$ cat src/sv/hrf_pkg.sv
// ----------------------------------------------------------------------------
// hrf_pkg: shared types and helpers for the HTTP request header framer
// Byte classes, parse phase codes, verdict codes and the request-line matcher.
// ----------------------------------------------------------------------------
package hrf_pkg;

    // Character codes
    localparam logic [7:0] CHAR_CR    = 8'h0D;
    localparam logic [7:0] CHAR_LF    = 8'h0A;
    localparam logic [7:0] CHAR_SPACE = 8'h20;
    localparam logic [7:0] CHAR_TAB   = 8'h09;
    localparam logic [7:0] CHAR_G     = 8'h47;
    localparam logic [7:0] CHAR_E     = 8'h45;
    localparam logic [7:0] CHAR_T     = 8'h54;
    localparam logic [7:0] CHAR_H     = 8'h48;
    localparam logic [7:0] CHAR_P     = 8'h50;
    localparam logic [7:0] CHAR_SLASH = 8'h2F;
    localparam logic [7:0] CHAR_ONE   = 8'h31;
    localparam logic [7:0] CHAR_DOT   = 8'h2E;

    // Parse phases of the request line
    localparam logic [3:0] PH_G        = 4'd0;
    localparam logic [3:0] PH_E        = 4'd1;
    localparam logic [3:0] PH_T        = 4'd2;
    localparam logic [3:0] PH_PATH_WS  = 4'd3;
    localparam logic [3:0] PH_PATH     = 4'd4;
    localparam logic [3:0] PH_H        = 4'd5;
    localparam logic [3:0] PH_T1       = 4'd6;
    localparam logic [3:0] PH_T2       = 4'd7;
    localparam logic [3:0] PH_P        = 4'd8;
    localparam logic [3:0] PH_SLASH    = 4'd9;
    localparam logic [3:0] PH_VER_WS   = 4'd10;
    localparam logic [3:0] PH_VER      = 4'd11;
    localparam logic [3:0] PH_FAIL     = 4'd12;
    localparam logic [3:0] PH_VER_DONE = 4'd13;

    // Verdict codes
    localparam logic [2:0] VERDICT_NONE        = 3'd0;
    localparam logic [2:0] VERDICT_SERVE       = 3'd1;
    localparam logic [2:0] VERDICT_BAD_REQUEST = 3'd2;
    localparam logic [2:0] VERDICT_TOO_LARGE   = 3'd3;
    localparam logic [2:0] VERDICT_BAD_VERSION = 3'd4;

    // Configuration register indexes
    localparam int CFG_IDX_W = 1;
    localparam logic [CFG_IDX_W-1:0] REG_LINE_LIMIT = 1'd0;
    localparam logic [CFG_IDX_W-1:0] REG_BYTE_LIMIT = 1'd1;

    localparam logic [7:0]  LINE_LIMIT_RESET = 8'd32;
    localparam logic [15:0] BYTE_LIMIT_RESET = 16'd4096;

    // Queue between front and back
    localparam int FIFO_DEPTH = 4;
    localparam int FIFO_PTR_W = 2;
    localparam int FIFO_CNT_W = 3;

    // Classification of one byte
    typedef struct packed {
        logic is_ws;
        logic is_zero;
        logic is_cr;
        logic is_lf;
        logic is_g;
        logic is_e;
        logic is_t;
        logic is_h;
        logic is_p;
        logic is_slash;
        logic is_one;
        logic is_dot;
    } hrf_class_t;

    // Classified item carried through the queue
    typedef struct packed {
        logic       first;
        hrf_class_t cls;
    } hrf_entry_t;

    // Limits from the configuration registers
    typedef struct packed {
        logic [7:0]  line_limit;
        logic [15:0] byte_limit;
    } hrf_cfg_t;

    // Request-line matcher state
    typedef struct packed {
        logic [3:0] phase;
        logic [1:0] vchars;
        logic       vmatch;
        logic       slash;
        logic       text_ended;
    } hrf_parse_t;

    typedef struct packed {
        hrf_parse_t st;
        logic       path;
    } hrf_feed_t;

    function automatic hrf_class_t hrf_classify(input logic [7:0] c);
        hrf_class_t r;
        r.is_ws    = (c == CHAR_SPACE) || ((c >= CHAR_TAB) && (c <= CHAR_CR));
        r.is_zero  = (c == 8'h00);
        r.is_cr    = (c == CHAR_CR);
        r.is_lf    = (c == CHAR_LF);
        r.is_g     = (c == CHAR_G);
        r.is_e     = (c == CHAR_E);
        r.is_t     = (c == CHAR_T);
        r.is_h     = (c == CHAR_H);
        r.is_p     = (c == CHAR_P);
        r.is_slash = (c == CHAR_SLASH);
        r.is_one   = (c == CHAR_ONE);
        r.is_dot   = (c == CHAR_DOT);
        return r;
    endfunction

    // One text byte of the request line against "GET %s HTTP/%3s"
    function automatic hrf_feed_t hrf_feed(input hrf_parse_t st, input logic lines_zero,
                                           input hrf_class_t c);
        hrf_feed_t r;
        logic [1:0] vc;
        r.st   = st;
        r.path = 1'b0;
        vc     = st.vchars + 2'd1;
        if (!st.text_ended && lines_zero) begin
            if (c.is_zero) begin
                r.st.text_ended = 1'b1;
            end else begin
                unique case (st.phase)
                    PH_G:     r.st.phase = c.is_g ? PH_E : PH_FAIL;
                    PH_E:     r.st.phase = c.is_e ? PH_T : PH_FAIL;
                    PH_T:     r.st.phase = c.is_t ? PH_PATH_WS : PH_FAIL;
                    PH_PATH_WS, PH_PATH: begin
                        if (c.is_ws) begin
                            if (st.phase == PH_PATH) r.st.phase = PH_H;
                        end else begin
                            r.st.phase = PH_PATH;
                            r.st.slash = c.is_slash;
                            r.path     = 1'b1;
                        end
                    end
                    PH_H: begin
                        if (!c.is_ws) r.st.phase = c.is_h ? PH_T1 : PH_FAIL;
                    end
                    PH_T1:    r.st.phase = c.is_t ? PH_T2 : PH_FAIL;
                    PH_T2:    r.st.phase = c.is_t ? PH_P : PH_FAIL;
                    PH_P:     r.st.phase = c.is_p ? PH_SLASH : PH_FAIL;
                    PH_SLASH: r.st.phase = c.is_slash ? PH_VER_WS : PH_FAIL;
                    PH_VER_WS: begin
                        if (!c.is_ws) begin
                            r.st.vchars = 2'd1;
                            r.st.vmatch = c.is_one;
                            r.st.phase  = PH_VER;
                        end
                    end
                    PH_VER: begin
                        if (c.is_ws) begin
                            r.st.phase = PH_VER_DONE;
                        end else begin
                            if (!((st.vchars == 2'd1) ? c.is_dot : c.is_one))
                                r.st.vmatch = 1'b0;
                            r.st.vchars = vc;
                            if (vc == 2'd3) r.st.phase = PH_VER_DONE;
                        end
                    end
                    default: ;
                endcase
            end
        end
        return r;
    endfunction

    // Verdict given by the empty line
    function automatic logic [2:0] hrf_header_verdict(input hrf_parse_t st);
        logic [2:0] v;
        if ((st.phase == PH_VER) || (st.phase == PH_VER_DONE))
            v = ((st.vchars == 2'd3) && st.vmatch) ? VERDICT_SERVE : VERDICT_BAD_VERSION;
        else
            v = VERDICT_BAD_REQUEST;
        return v;
    endfunction

endpackage

$ cat src/sv/hrf_front.sv
// ----------------------------------------------------------------------------
// hrf_front: input side of the framer
// Accepts request bytes while the queue has room and classifies each byte.
// ----------------------------------------------------------------------------
module hrf_front (
    input  logic               s_tvalid,
    output logic               s_tready,
    input  logic [7:0]         s_tdata,
    input  logic               s_tuser,
    input  logic               fifo_full,
    output logic               push,
    output hrf_pkg::hrf_entry_t push_entry
);
    import hrf_pkg::*;

    // Take items whenever the queue has a free slot
    assign s_tready = !fifo_full;
    assign push     = s_tvalid && !fifo_full;

    // Byte class and new-connection flag
    always_comb begin
        push_entry.first = s_tuser;
        push_entry.cls   = hrf_classify(s_tdata);
    end

endmodule

$ cat src/sv/hrf_fifo.sv
// ----------------------------------------------------------------------------
// hrf_fifo: short queue of classified items
// Register-based FIFO that decouples the front from the back.
// ----------------------------------------------------------------------------
module hrf_fifo (
    input  logic                aclk,
    input  logic                aresetn,
    input  logic                push,
    input  hrf_pkg::hrf_entry_t push_entry,
    output logic                full,
    input  logic                pop,
    output logic                head_valid,
    output hrf_pkg::hrf_entry_t head_entry
);
    import hrf_pkg::*;

    hrf_entry_t            slots_reg [FIFO_DEPTH];
    logic [FIFO_PTR_W-1:0] wr_ptr_reg, wr_ptr_next;
    logic [FIFO_PTR_W-1:0] rd_ptr_reg, rd_ptr_next;
    logic [FIFO_CNT_W-1:0] count_reg, count_next;

    assign full       = (count_reg == FIFO_CNT_W'(FIFO_DEPTH));
    assign head_valid = (count_reg != '0);
    assign head_entry = slots_reg[rd_ptr_reg];

    // Pointer and fill count update
    always_comb begin
        wr_ptr_next = push ? wr_ptr_reg + FIFO_PTR_W'(1) : wr_ptr_reg;
        rd_ptr_next = pop  ? rd_ptr_reg + FIFO_PTR_W'(1) : rd_ptr_reg;
        count_next  = count_reg;
        if (push && !pop)      count_next = count_reg + FIFO_CNT_W'(1);
        else if (!push && pop) count_next = count_reg - FIFO_CNT_W'(1);
    end

    always_ff @(posedge aclk) begin
        if (!aresetn) begin
            wr_ptr_reg <= '0;
            rd_ptr_reg <= '0;
            count_reg  <= '0;
        end else begin
            wr_ptr_reg <= wr_ptr_next;
            rd_ptr_reg <= rd_ptr_next;
            count_reg  <= count_next;
        end
    end

    // Payload slots
    always_ff @(posedge aclk) begin
        if (push) slots_reg[wr_ptr_reg] <= push_entry;
    end

endmodule

$ cat src/sv/hrf_back.sv
// ----------------------------------------------------------------------------
// hrf_back: line framing, request-line matching and verdict
// Pops one classified item per cycle while the output register is free or being
// drained, updates the header state and registers one result item.
// ----------------------------------------------------------------------------
module hrf_back (
    input  logic                aclk,
    input  logic                aresetn,
    input  hrf_pkg::hrf_cfg_t   cfg,
    input  logic                head_valid,
    input  hrf_pkg::hrf_entry_t head_entry,
    output logic                pop,
    output logic                m_tvalid,
    input  logic                m_tready,
    output logic [15:0]         m_tdata,
    output logic                m_tlast
);
    import hrf_pkg::*;

    typedef struct packed {
        logic        cr_held;
        logic [15:0] bytes_seen;
        logic [7:0]  lines_seen;
        logic        line_nonempty;
        hrf_parse_t  parse;
        logic        finished;
    } hrf_hdr_t;

    localparam hrf_hdr_t HDR_CLEAR = '{
        cr_held:       1'b0,
        bytes_seen:    16'd0,
        lines_seen:    8'd0,
        line_nonempty: 1'b0,
        parse:         '{phase: PH_G, vchars: 2'd0, vmatch: 1'b1, slash: 1'b0,
                         text_ended: 1'b0},
        finished:      1'b0
    };

    hrf_hdr_t   hdr_reg, hdr_next;
    hrf_hdr_t   cur;
    hrf_feed_t  feed_cr, feed_byte;
    hrf_parse_t parse_mid;
    logic       lines_zero;

    logic [2:0] verdict;
    logic       path;
    logic       done_line;
    logic       wants_index;

    logic       out_valid_reg;
    logic [2:0] out_verdict_reg;
    logic       out_path_reg;
    logic       out_index_reg;
    logic       out_last_reg;
    logic [7:0] out_line_idx_reg;

    // Pop when the output register is free or being drained
    assign pop = head_valid && (!out_valid_reg || m_tready);

    // A new connection starts from cleared state
    assign cur = head_entry.first ? HDR_CLEAR : hdr_reg;

    // Held CR and current byte go through the matcher in order
    assign lines_zero = (cur.lines_seen == 8'd0);
    assign feed_cr    = hrf_feed(cur.parse, lines_zero, hrf_classify(CHAR_CR));
    assign parse_mid  = cur.cr_held ? feed_cr.st : cur.parse;
    assign feed_byte  = hrf_feed(parse_mid, lines_zero, head_entry.cls);

    // Header state update for one item
    always_comb begin
        hdr_next  = cur;
        verdict   = VERDICT_NONE;
        path      = 1'b0;
        done_line = 1'b0;
        if (!cur.finished) begin
            if (cur.bytes_seen != 16'hFFFF) hdr_next.bytes_seen = cur.bytes_seen + 16'd1;
            if (cur.cr_held && head_entry.cls.is_lf) begin
                done_line              = 1'b1;
                hdr_next.cr_held       = 1'b0;
                hdr_next.line_nonempty = 1'b0;
                if (lines_zero) hdr_next.parse.text_ended = 1'b1;
                if (cur.lines_seen != 8'hFF) hdr_next.lines_seen = cur.lines_seen + 8'd1;
                if (!cur.line_nonempty) begin
                    hdr_next.finished = 1'b1;
                    verdict           = hrf_header_verdict(cur.parse);
                end else if (hdr_next.lines_seen >= cfg.line_limit) begin
                    hdr_next.finished = 1'b1;
                    verdict           = VERDICT_TOO_LARGE;
                end
            end else begin
                if (cur.cr_held) hdr_next.line_nonempty = 1'b1;
                if (head_entry.cls.is_cr) begin
                    hdr_next.cr_held = 1'b1;
                    hdr_next.parse   = parse_mid;
                end else begin
                    hdr_next.cr_held       = 1'b0;
                    hdr_next.line_nonempty = 1'b1;
                    hdr_next.parse         = feed_byte.st;
                    path                   = feed_byte.path;
                end
            end
            if (!hdr_next.finished && (hdr_next.bytes_seen >= cfg.byte_limit)) begin
                hdr_next.finished = 1'b1;
                verdict           = VERDICT_TOO_LARGE;
            end
        end
        wants_index = (verdict == VERDICT_SERVE) && hdr_next.parse.slash;
    end

    always_ff @(posedge aclk) begin
        if (!aresetn) begin
            hdr_reg <= HDR_CLEAR;
        end else if (pop) begin
            hdr_reg <= hdr_next;
        end
    end

    // Output register
    always_ff @(posedge aclk) begin
        if (!aresetn) begin
            out_valid_reg <= 1'b0;
        end else if (pop) begin
            out_valid_reg <= 1'b1;
        end else if (m_tready) begin
            out_valid_reg <= 1'b0;
        end
    end

    always_ff @(posedge aclk) begin
        if (pop) begin
            out_verdict_reg  <= verdict;
            out_path_reg     <= path;
            out_index_reg    <= wants_index;
            out_last_reg     <= done_line;
            out_line_idx_reg <= hdr_next.lines_seen;
        end
    end

    assign m_tvalid = out_valid_reg;
    assign m_tlast  = out_last_reg;
    assign m_tdata  = {3'b000, out_line_idx_reg, out_index_reg, out_path_reg,
                       out_verdict_reg};

endmodule

$ cat src/sv/http_request_header_framer.sv
// ----------------------------------------------------------------------------
// http_request_header_framer: HTTP/1.1 request header framer
// Frames CRLF header lines, matches the request line and gives a verdict.
// ----------------------------------------------------------------------------
// One request byte enters per cycle while the queue has room and gives exactly
// one result item; the byte is queued and its result held in an output register.
// The front classifies each byte and writes it into a four-entry queue; the
// back pops one entry per cycle while its output register is free or draining,
// updates the line and parse state and loads that register, so the sustained
// rate is one byte per cycle whenever the result side keeps up. Set s_tuser on
// the first byte of each new connection. Limits must be written through the
// cfg port only while no bytes are in flight; the block does not enforce it.
module http_request_header_framer (
    input  logic                        aclk,
    input  logic                        aresetn,
    // request bytes
    input  logic                        s_tvalid,
    output logic                        s_tready,
    input  logic [7:0]                  s_tdata,   // [7:0] data_byte
    input  logic                        s_tuser,   // [0] first_of_request
    // results
    output logic                        m_tvalid,
    input  logic                        m_tready,
    output logic [15:0]                 m_tdata,   // [2:0] verdict, [3] is_path_byte,
                                                   // [4] wants_index, [12:5] line_index
    output logic                        m_tlast,   // line_complete
    // configuration writes
    input  logic                        cfg_valid,
    output logic                        cfg_ready,
    input  logic [hrf_pkg::CFG_IDX_W-1:0] cfg_index,
    input  logic [15:0]                 cfg_data
);
    import hrf_pkg::*;

    logic       push;
    hrf_entry_t push_entry;
    logic       fifo_full;
    logic       pop;
    logic       head_valid;
    hrf_entry_t head_entry;

    logic [7:0]  line_limit_reg;
    logic [15:0] byte_limit_reg;
    hrf_cfg_t    cfg;

    // Configuration registers
    assign cfg_ready = 1'b1;

    always_ff @(posedge aclk) begin
        if (!aresetn) begin
            line_limit_reg <= LINE_LIMIT_RESET;
            byte_limit_reg <= BYTE_LIMIT_RESET;
        end else if (cfg_valid) begin
            unique case (cfg_index)
                REG_LINE_LIMIT: line_limit_reg <= cfg_data[7:0];
                REG_BYTE_LIMIT: byte_limit_reg <= cfg_data;
                default: ;
            endcase
        end
    end

    assign cfg.line_limit = line_limit_reg;
    assign cfg.byte_limit = byte_limit_reg;

    hrf_front u_front (
        .s_tvalid   (s_tvalid),
        .s_tready   (s_tready),
        .s_tdata    (s_tdata),
        .s_tuser    (s_tuser),
        .fifo_full  (fifo_full),
        .push       (push),
        .push_entry (push_entry)
    );

    hrf_fifo u_fifo (
        .aclk       (aclk),
        .aresetn    (aresetn),
        .push       (push),
        .push_entry (push_entry),
        .full       (fifo_full),
        .pop        (pop),
        .head_valid (head_valid),
        .head_entry (head_entry)
    );

    hrf_back u_back (
        .aclk       (aclk),
        .aresetn    (aresetn),
        .cfg        (cfg),
        .head_valid (head_valid),
        .head_entry (head_entry),
        .pop        (pop),
        .m_tvalid   (m_tvalid),
        .m_tready   (m_tready),
        .m_tdata    (m_tdata),
        .m_tlast    (m_tlast)
    );

`ifndef ASSERT_OFF
    // A completed line always leaves a nonzero line count
    a_line_index: assert property (@(posedge aclk) disable iff (!aresetn)
        (m_tvalid && m_tlast) |-> (m_tdata[12:5] != 8'd0))
        else $error("line completed with zero line index");

    // Index flag only comes with a serve verdict
    a_wants_index: assert property (@(posedge aclk) disable iff (!aresetn)
        (m_tvalid && m_tdata[4]) |-> (m_tdata[2:0] == VERDICT_SERVE))
        else $error("wants_index without serve verdict");

    // The queue only pops what it holds
    a_pop_valid: assert property (@(posedge aclk) disable iff (!aresetn)
        pop |-> head_valid)
        else $error("pop from empty queue");
`endif

endmodule

$ cat config.mk
export PLATFORM = sky130hd
export DESIGN_NAME = http_request_header_framer
export DESIGN_NICKNAME = d
export VERILOG_FILES = /design/src/sv/hrf_pkg.sv /design/src/sv/hrf_front.sv /design/src/sv/hrf_fifo.sv /design/src/sv/hrf_back.sv /design/src/sv/http_request_header_framer.sv
export SDC_FILE = /design/constraint.sdc
export NUM_CORES = 1
export LEC_CHECK = 0
export BUFFER_PORTS_ARGS = -buffer_cell sky130_fd_sc_hd__buf_2
export CAP_MARGIN = 0
export CORE_MARGIN = 2
export CORE_UTILIZATION = 45
export DETAILED_ROUTE_END_ITERATION = 10
export GPL_ROUTABILITY_DRIVEN = 0
export MAX_ROUTING_LAYER = met4
export SLEW_MARGIN = 0
export SYNTH_ARGS = -nofsm -noshare
export SYNTH_HDL_FRONTEND = slang
export SYNTH_SLANG_ARGS = --single-unit
$ cat constraint.sdc
create_clock -name aclk -period 6 [get_ports aclk]
set_input_delay 1.5 -clock aclk [delete_from_list [all_inputs] [get_ports aclk]]
set_output_delay 1.5 -clock aclk [all_outputs]
set_load 0.02 [all_outputs]
==> results of run 1 <==
-- area by class of cell --
class	count	area [um^2]
Fill cell	1480	8011
Multi-Input combinational cell	573	3749
Sequential cell	136	3383
Clock buffer	19	432.9
Timing Repair Buffer	53	282.8
Tap cell	220	275.3
Inverter	40	150.1
Clock inverter	13	122.6
-- power groups by stage --
| stage | clock, mW | combinational [mW] | sequential, mW |
|---|---|---|---|
| floorplan | 0 | 0.920 | 1.30 |
| global placement | 0 | 1.23 | 1.29 |
| detailed placement | 0 | 1.25 | 1.29 |
| CTS | 1.01 | 1.26 | 1.28 |
| global route | 1.05 | 1.39 | 1.30 |
| finish | 0.991 | 1.27 | 1.28 |
-- kinds of logic after synthesis --
group / Yosys count
and+or+nand+nor: 312
AOI/OAI and AO/OA: 169
DFF: 136
buffers and inverters: 86
adders and majority gates: 37
xor gates and xnor gates: 29
muxes: 22
other: 2
-- cell usage in the layout, fill, tap and decap left out, drive strengths merged, types with 19 or more instances in the layout --
cell / synthesis / final
buf: 19 / 53
ha: 36 / 36
dfxtp: 70 / 70
nor2: 69 / 69
edfxtp: 66 / 66
a21oi: 70 / 70
nand3: 20 / 20
clkbuf: 27 / 19
inv: 39 / 42
nor3: 19 / 19
nand2: 127 / 127
o21ai: 23 / 23
-- worst min-delay path, delay by kind of cell (launching register included) --
kind | cells | cell delay, ns
flops | 1 | 0.31
simple gates | 1 | 0.05
compound gates | 1 | 0.05
-- per-stage QoR --
step,worst slack [ns],instances
after CTS,1.368,1054
after global routing,1.069,1054
after floorplan,1.668,795
after detailed placement,1.384,1022
final,1.337,1054
after global placement,1.501,1022
-- final timing paths --
check	from	end	slack [ns]	cells past startpoint
setup reg to reg	flop	u_back.out_verdict_reg[1]	1.34	14
hold / removal	byte_limit_reg[6]	byte_limit_reg[6]	0.46	2
setup / recovery	flop	u_back.out_verdict_reg[1]	1.34	14
hold reg to reg	byte_limit_reg[6]	byte_limit_reg[6]	0.46	2
-- routing by layer --
metal	wire, um	up-vias	global-route usage, %
met5	0	-	-
met3	1137	14	3.946
met4	174	0	6.033
met2	8209	231	32.61
met1	8736	2850	30.57
li1	-	2899	-
==> flow_summary.json, run 1 <==
{
  "clock_path_buffers": 2,
  "io_pins": 51,
  "cp_data_arrival_time_ns": 4.82,
  "synth_common_cells": "nand2_1, a21oi_1, dfxtp_1, nor2_1, edfxtp_1",
  "avgSynthCellArea_um2": 9.448,
  "irDropWorstVdd_mv": 0.2871,
  "placed_cell_area_um2": 7840,
  "fin_skew_ns": 0.008104,
  "fmax_ghz": 0.2144,
  "gr-total-overflow": 0,
  "yosys_warnings": 0,
  "portBuffers": 46,
  "routedWlPerCell_um": 17.32,
  "powerDensity_nw_per_um2": 421.2,
  "root_buffer": "clkbuf_16",
  "ant_nets": 0,
  "synth_area_um2": 7492,
  "synth_xor_area_share_pct": 3.390,
  "track_usage_pct": 21.82,
  "fin_nets": 889,
  "cp_cell_sequence": "buf_4 > mux4_2 > buf_4 > nand2b_1 > a311oi_1 > nand3_1 > xor2_1 > ha_1 > a21o_1 > a21oi_1 > o211ai_1 > a211o_1 > a221oi_1 > a21oi_1",
  "yosys.area_share.adder_pct": 6.279,
  "grt_pass1_wl_mm": 29.39,
  "cts.sinks": 136,
  "ys_seq_area_share_pct": 45.16,
  "cts_setup_buffers": 0,
  "cts_resized": 0,
  "core_um2": 16410,
  "p_comb_share_pct": 35.8,
  "grt_max_degree": 39,
  "outcome": "complete, no violations",
  "cp.required_ns": 6.16,
  "fin_crit_sh_pct": 77.73,
  "synth_top_family_by_area": "simple AND/OR/NAND/NOR gates",
  "drt_wl_total_mm": 18.26,
  "start_kind": "flop",
  "holdBufCountCts": 0,
  "vias": 5994,
  "p_leak_nw": 3.094,
  "die_w_um": 133.0,
  "synth-simple-area-share_pct": 20.41,
  "synth_cell_type_count": 76,
  "largest_reg_flops": 52,
  "synth_top_area_share_pct": 26.45,
  "synth-compound-area-share_pct": 14.61,
  "htreeDepth": 4,
  "antennaDiodeCount": 0,
  "synth_edf_count": 66,
  "p_int_mw": 2.180,
  "synthMuxAreaShare_pct": 5.144,
  "cp_top_family": "compound AO/OA/AOI/OAI gates",
  "dieArea_um2": 17700,
  "drv_cap": 0,
  "synth_area_leaders": "edfxtp_1, dfxtp_1, nand2_1",
  "die_y_um": 133.0,
  "drt_pass1_iterations": 7,
  "synth_top_area_cell": "edfxtp_1",
  "layout-drive-gt1-share_pct": 13.43,
  "cp_slowest_stage_delay_ns": 0.76,
  "drv_slew": 0,
  "pwr-share-clk_pct": 28.0,
  "path_clk_slew_ns": 0.06,
  "ys_ff_latch": 136,
  "antenna_found_initial": 0,
  "clk_latency_ns": 0.42,
  "rsz0062_at_grt": "no",
  "hold_path_class": "reg2reg",
  "worst_slew_pin_slew_ns": 0.8642,
  "core.rowCount": 47,
  "synth.most_common_cell": "nand2_1",
  "finalSetupViolCount": 0,
  "critPathKind": "reg2reg",
  "viasPerCell": 5.687,
  "post-route-util_pct": 51.17,
  "initial_core_util_pct": 45.66,
  "netlist_instances": 793,
  "path_max_fanout": 34,
  "synth_ff_type": "dfxtp_1",
  "crit_buf_inv": 2,
  "max_slew_margin_pct": 42.25,
  "fin_hold_ws_ns": 0.4554,
  "slowest_stage": "mux4_2",
  "power_switching_mw": 1.357,
  "first_global_vias": 5549,
  "area.growth.synth_to_final_pct": 12.06,
  "fin_crit_ns": 4.664,
  "drt_iter0_markers": 640,
  "cts_tree": "done",
  "cts_buffers": 17,
  "cp-end-kind": "flop",
  "finalHoldViolCount": 0,
  "seq_power_share_pct": 36.1,
  "async_reset_ff_share_pct": 0,
  "drc": 0,
  "dpl.hpwl_mm": 12.81,
  "switching_share_pct": 38.37,
  "tns_ns": 0,
  "final_cell_area_um2": 8396,
  "power_mw": 3.536
}
Note: power is estimated with default switching activity, not from simulation.
==> inputs of run 2 (changes only) <==
- clock period: 6 -> 3.8 ns (I/O delays scaled with it)
==> flow_summary.json, run 2 (synthesis results as in run 1) <==
{
  "track_usage_pct": 22.21,
  "power_mw": 5.873,
  "path_max_fanout": 6,
  "fin_skew_ns": 0.007293,
  "powerDensity_nw_per_um2": 671.7,
  "drt_pass1_iterations": 5,
  "switching_share_pct": 37.64,
  "p_comb_share_pct": 35.9,
  "dpl.hpwl_mm": 13.17,
  "drv_cap": 0,
  "grt_max_degree": 37,
  "cts_tree": "done",
  "outcome": "complete, no violations",
  "clk_latency_ns": 0.43,
  "drt_iter0_markers": 505,
  "finalHoldViolCount": 0,
  "gr-total-overflow": 0,
  "cp-end-kind": "flop",
  "irDropWorstVdd_mv": 0.5260,
  "routedWlPerCell_um": 17.15,
  "p_leak_nw": 3.261,
  "finalNonFillerCells": 1075,
  "hold_path_class": "reg2reg",
  "critPathKind": "reg2reg",
  "core_um2": 16410,
  "finalSetupViolCount": 0,
  "rsz0062_at_grt": "yes",
  "mostFrequentLayoutCells": "nand2_1, nor2_1, a21oi_1, dfxtp_1, edfxtp_1",
  "cp_data_arrival_time_ns": 3.89,
  "seq_power_share_pct": 34.7,
  "root_buffer": "clkbuf_16",
  "ant_nets": 0,
  "fin_crit_ns": 3.722,
  "area.growth.synth_to_final_pct": 16.70,
  "cts.sinks": 136,
  "max_slew_margin_pct": 51.89,
  "htreeDepth": 4,
  "worst_slew_pin_slew_ns": 0.7202,
  "clock_path_buffers": 2,
  "drt_wl_total_mm": 18.44,
  "drc": 0,
  "vias": 6109,
  "r2r_setup_slack_ns": 0.08,
  "die_y_um": 133.0,
  "cts_buffers": 17,
  "fin_crit_sh_pct": 97.94,
  "initial_core_util_pct": 45.66,
  "antennaDiodeCount": 0,
  "placed_cell_area_um2": 8000,
  "layout-drive-gt1-share_pct": 18.36,
  "cp.required_ns": 3.97,
  "drv_slew": 0,
  "dieArea_um2": 17700,
  "dp.cells": 1036,
  "fin_nets": 911,
  "core.rowCount": 47,
  "path_clk_slew_ns": 0.06,
  "portBuffers": 46,
  "layout_commonest_cell": "nand2_1",
  "regArea_um2": 3386,
  "nFillCells": 1505,
  "p_int_mw": 3.662,
  "start_kind": "flop",
  "multiInputGateArea_um2": 3871,
  "largest_reg_flops": 52,
  "io_pins": 51,
  "viasPerCell": 5.683,
  "fmax_ghz": 0.2687,
  "die_w_um": 133.0,
  "pwr-share-clk_pct": 29.4,
  "power_switching_mw": 2.211,
  "first_global_vias": 6169,
  "grt_pass1_wl_mm": 30.06,
  "antenna_found_initial": 0,
  "final_cell_area_um2": 8743
}
==> run 2: final cells by class <==
type / instances / share of cell area [%]
clock buffer: 18 / 4.908
clock inverter: 13 / 2.104
tap: 220 / 3.148
timing repair buffer: 75 / 5.123
inverter: 40 / 1.717
multi-input combinational: 573 / 44.28
sequential: 136 / 38.72
==> run 2: routing by layer <==
metal	global-route usage, %	share of wire (%)	up-vias	routed length [um]
met5	-	0	-	0
met4	10.93	3.4	0	627
met3	4.368	4.6	51	848
met2	37.16	50	185	9165
met1	25.55	42	2929	7796
li1	-	-	2944	-
==> run 2: metrics by stage <==
stage | hold WS [ns] | utilization (%) | TNS (ns) | worst slack, ns
floorplan | 0.4363 | - | -0.2402 | -0.1194
global placement | 0.4444 | 48.76 | 0 | 0.1036
detailed placement | 0.4518 | 48.76 | -0.03372 | -0.01752
CTS | 0.4606 | 52.63 | 0 | 0.006207
global route | 0.4813 | 53.29 | -0.1660 | -0.08309
finish | 0.4581 | 53.29 | 0 | 0.07824
==> run 2: path summary, 6_finish.rpt <==
kind                           start                         to  cells past startpoint
min reg2reg       byte_limit_reg[15]         byte_limit_reg[15]                      2
min               byte_limit_reg[15]         byte_limit_reg[15]                      2
max          u_fifo.slots_reg[2][12]  u_back.out_verdict_reg[0]                     16
max reg2reg  u_fifo.slots_reg[2][12]  u_back.out_verdict_reg[0]                     16
==> run 2: critical path, cell delays in order, from the launching register on <==
cell       delay (ns)
edfxtp_1         0.39
mux4_2           0.60
nor2b_4          0.19
ha_4             0.15
and3_4           0.19
and4_4           0.27
nand2_4          0.08
nand4_1          0.16
nor2_2           0.06
xnor2_1          0.16
nor2_1           0.07
ha_1             0.31
o211a_1          0.26
a211oi_2         0.19
o2111ai_1        0.16
nand2_2          0.15
a21oi_2          0.07
==> run 2: what timing repair did <==
action                                  CTS  global route
buffers inserted                          1             7
endpoints found under the setup margin    2             3
hold buffers                              0             0
resized for setup                         4            12
pin swaps                                 1            13
gates cloned                              0             0
==> run 2: power by group through the flow <==
stage,clock network (mW),logic (mW),registers (mW)
after floorplan,0,1.50,2.05
after global placement,0,2.02,2.04
after detailed placement,0,2.06,2.06
after CTS,1.76,2.08,2.03
after global routing,1.82,2.32,2.07
final,1.73,2.11,2.04
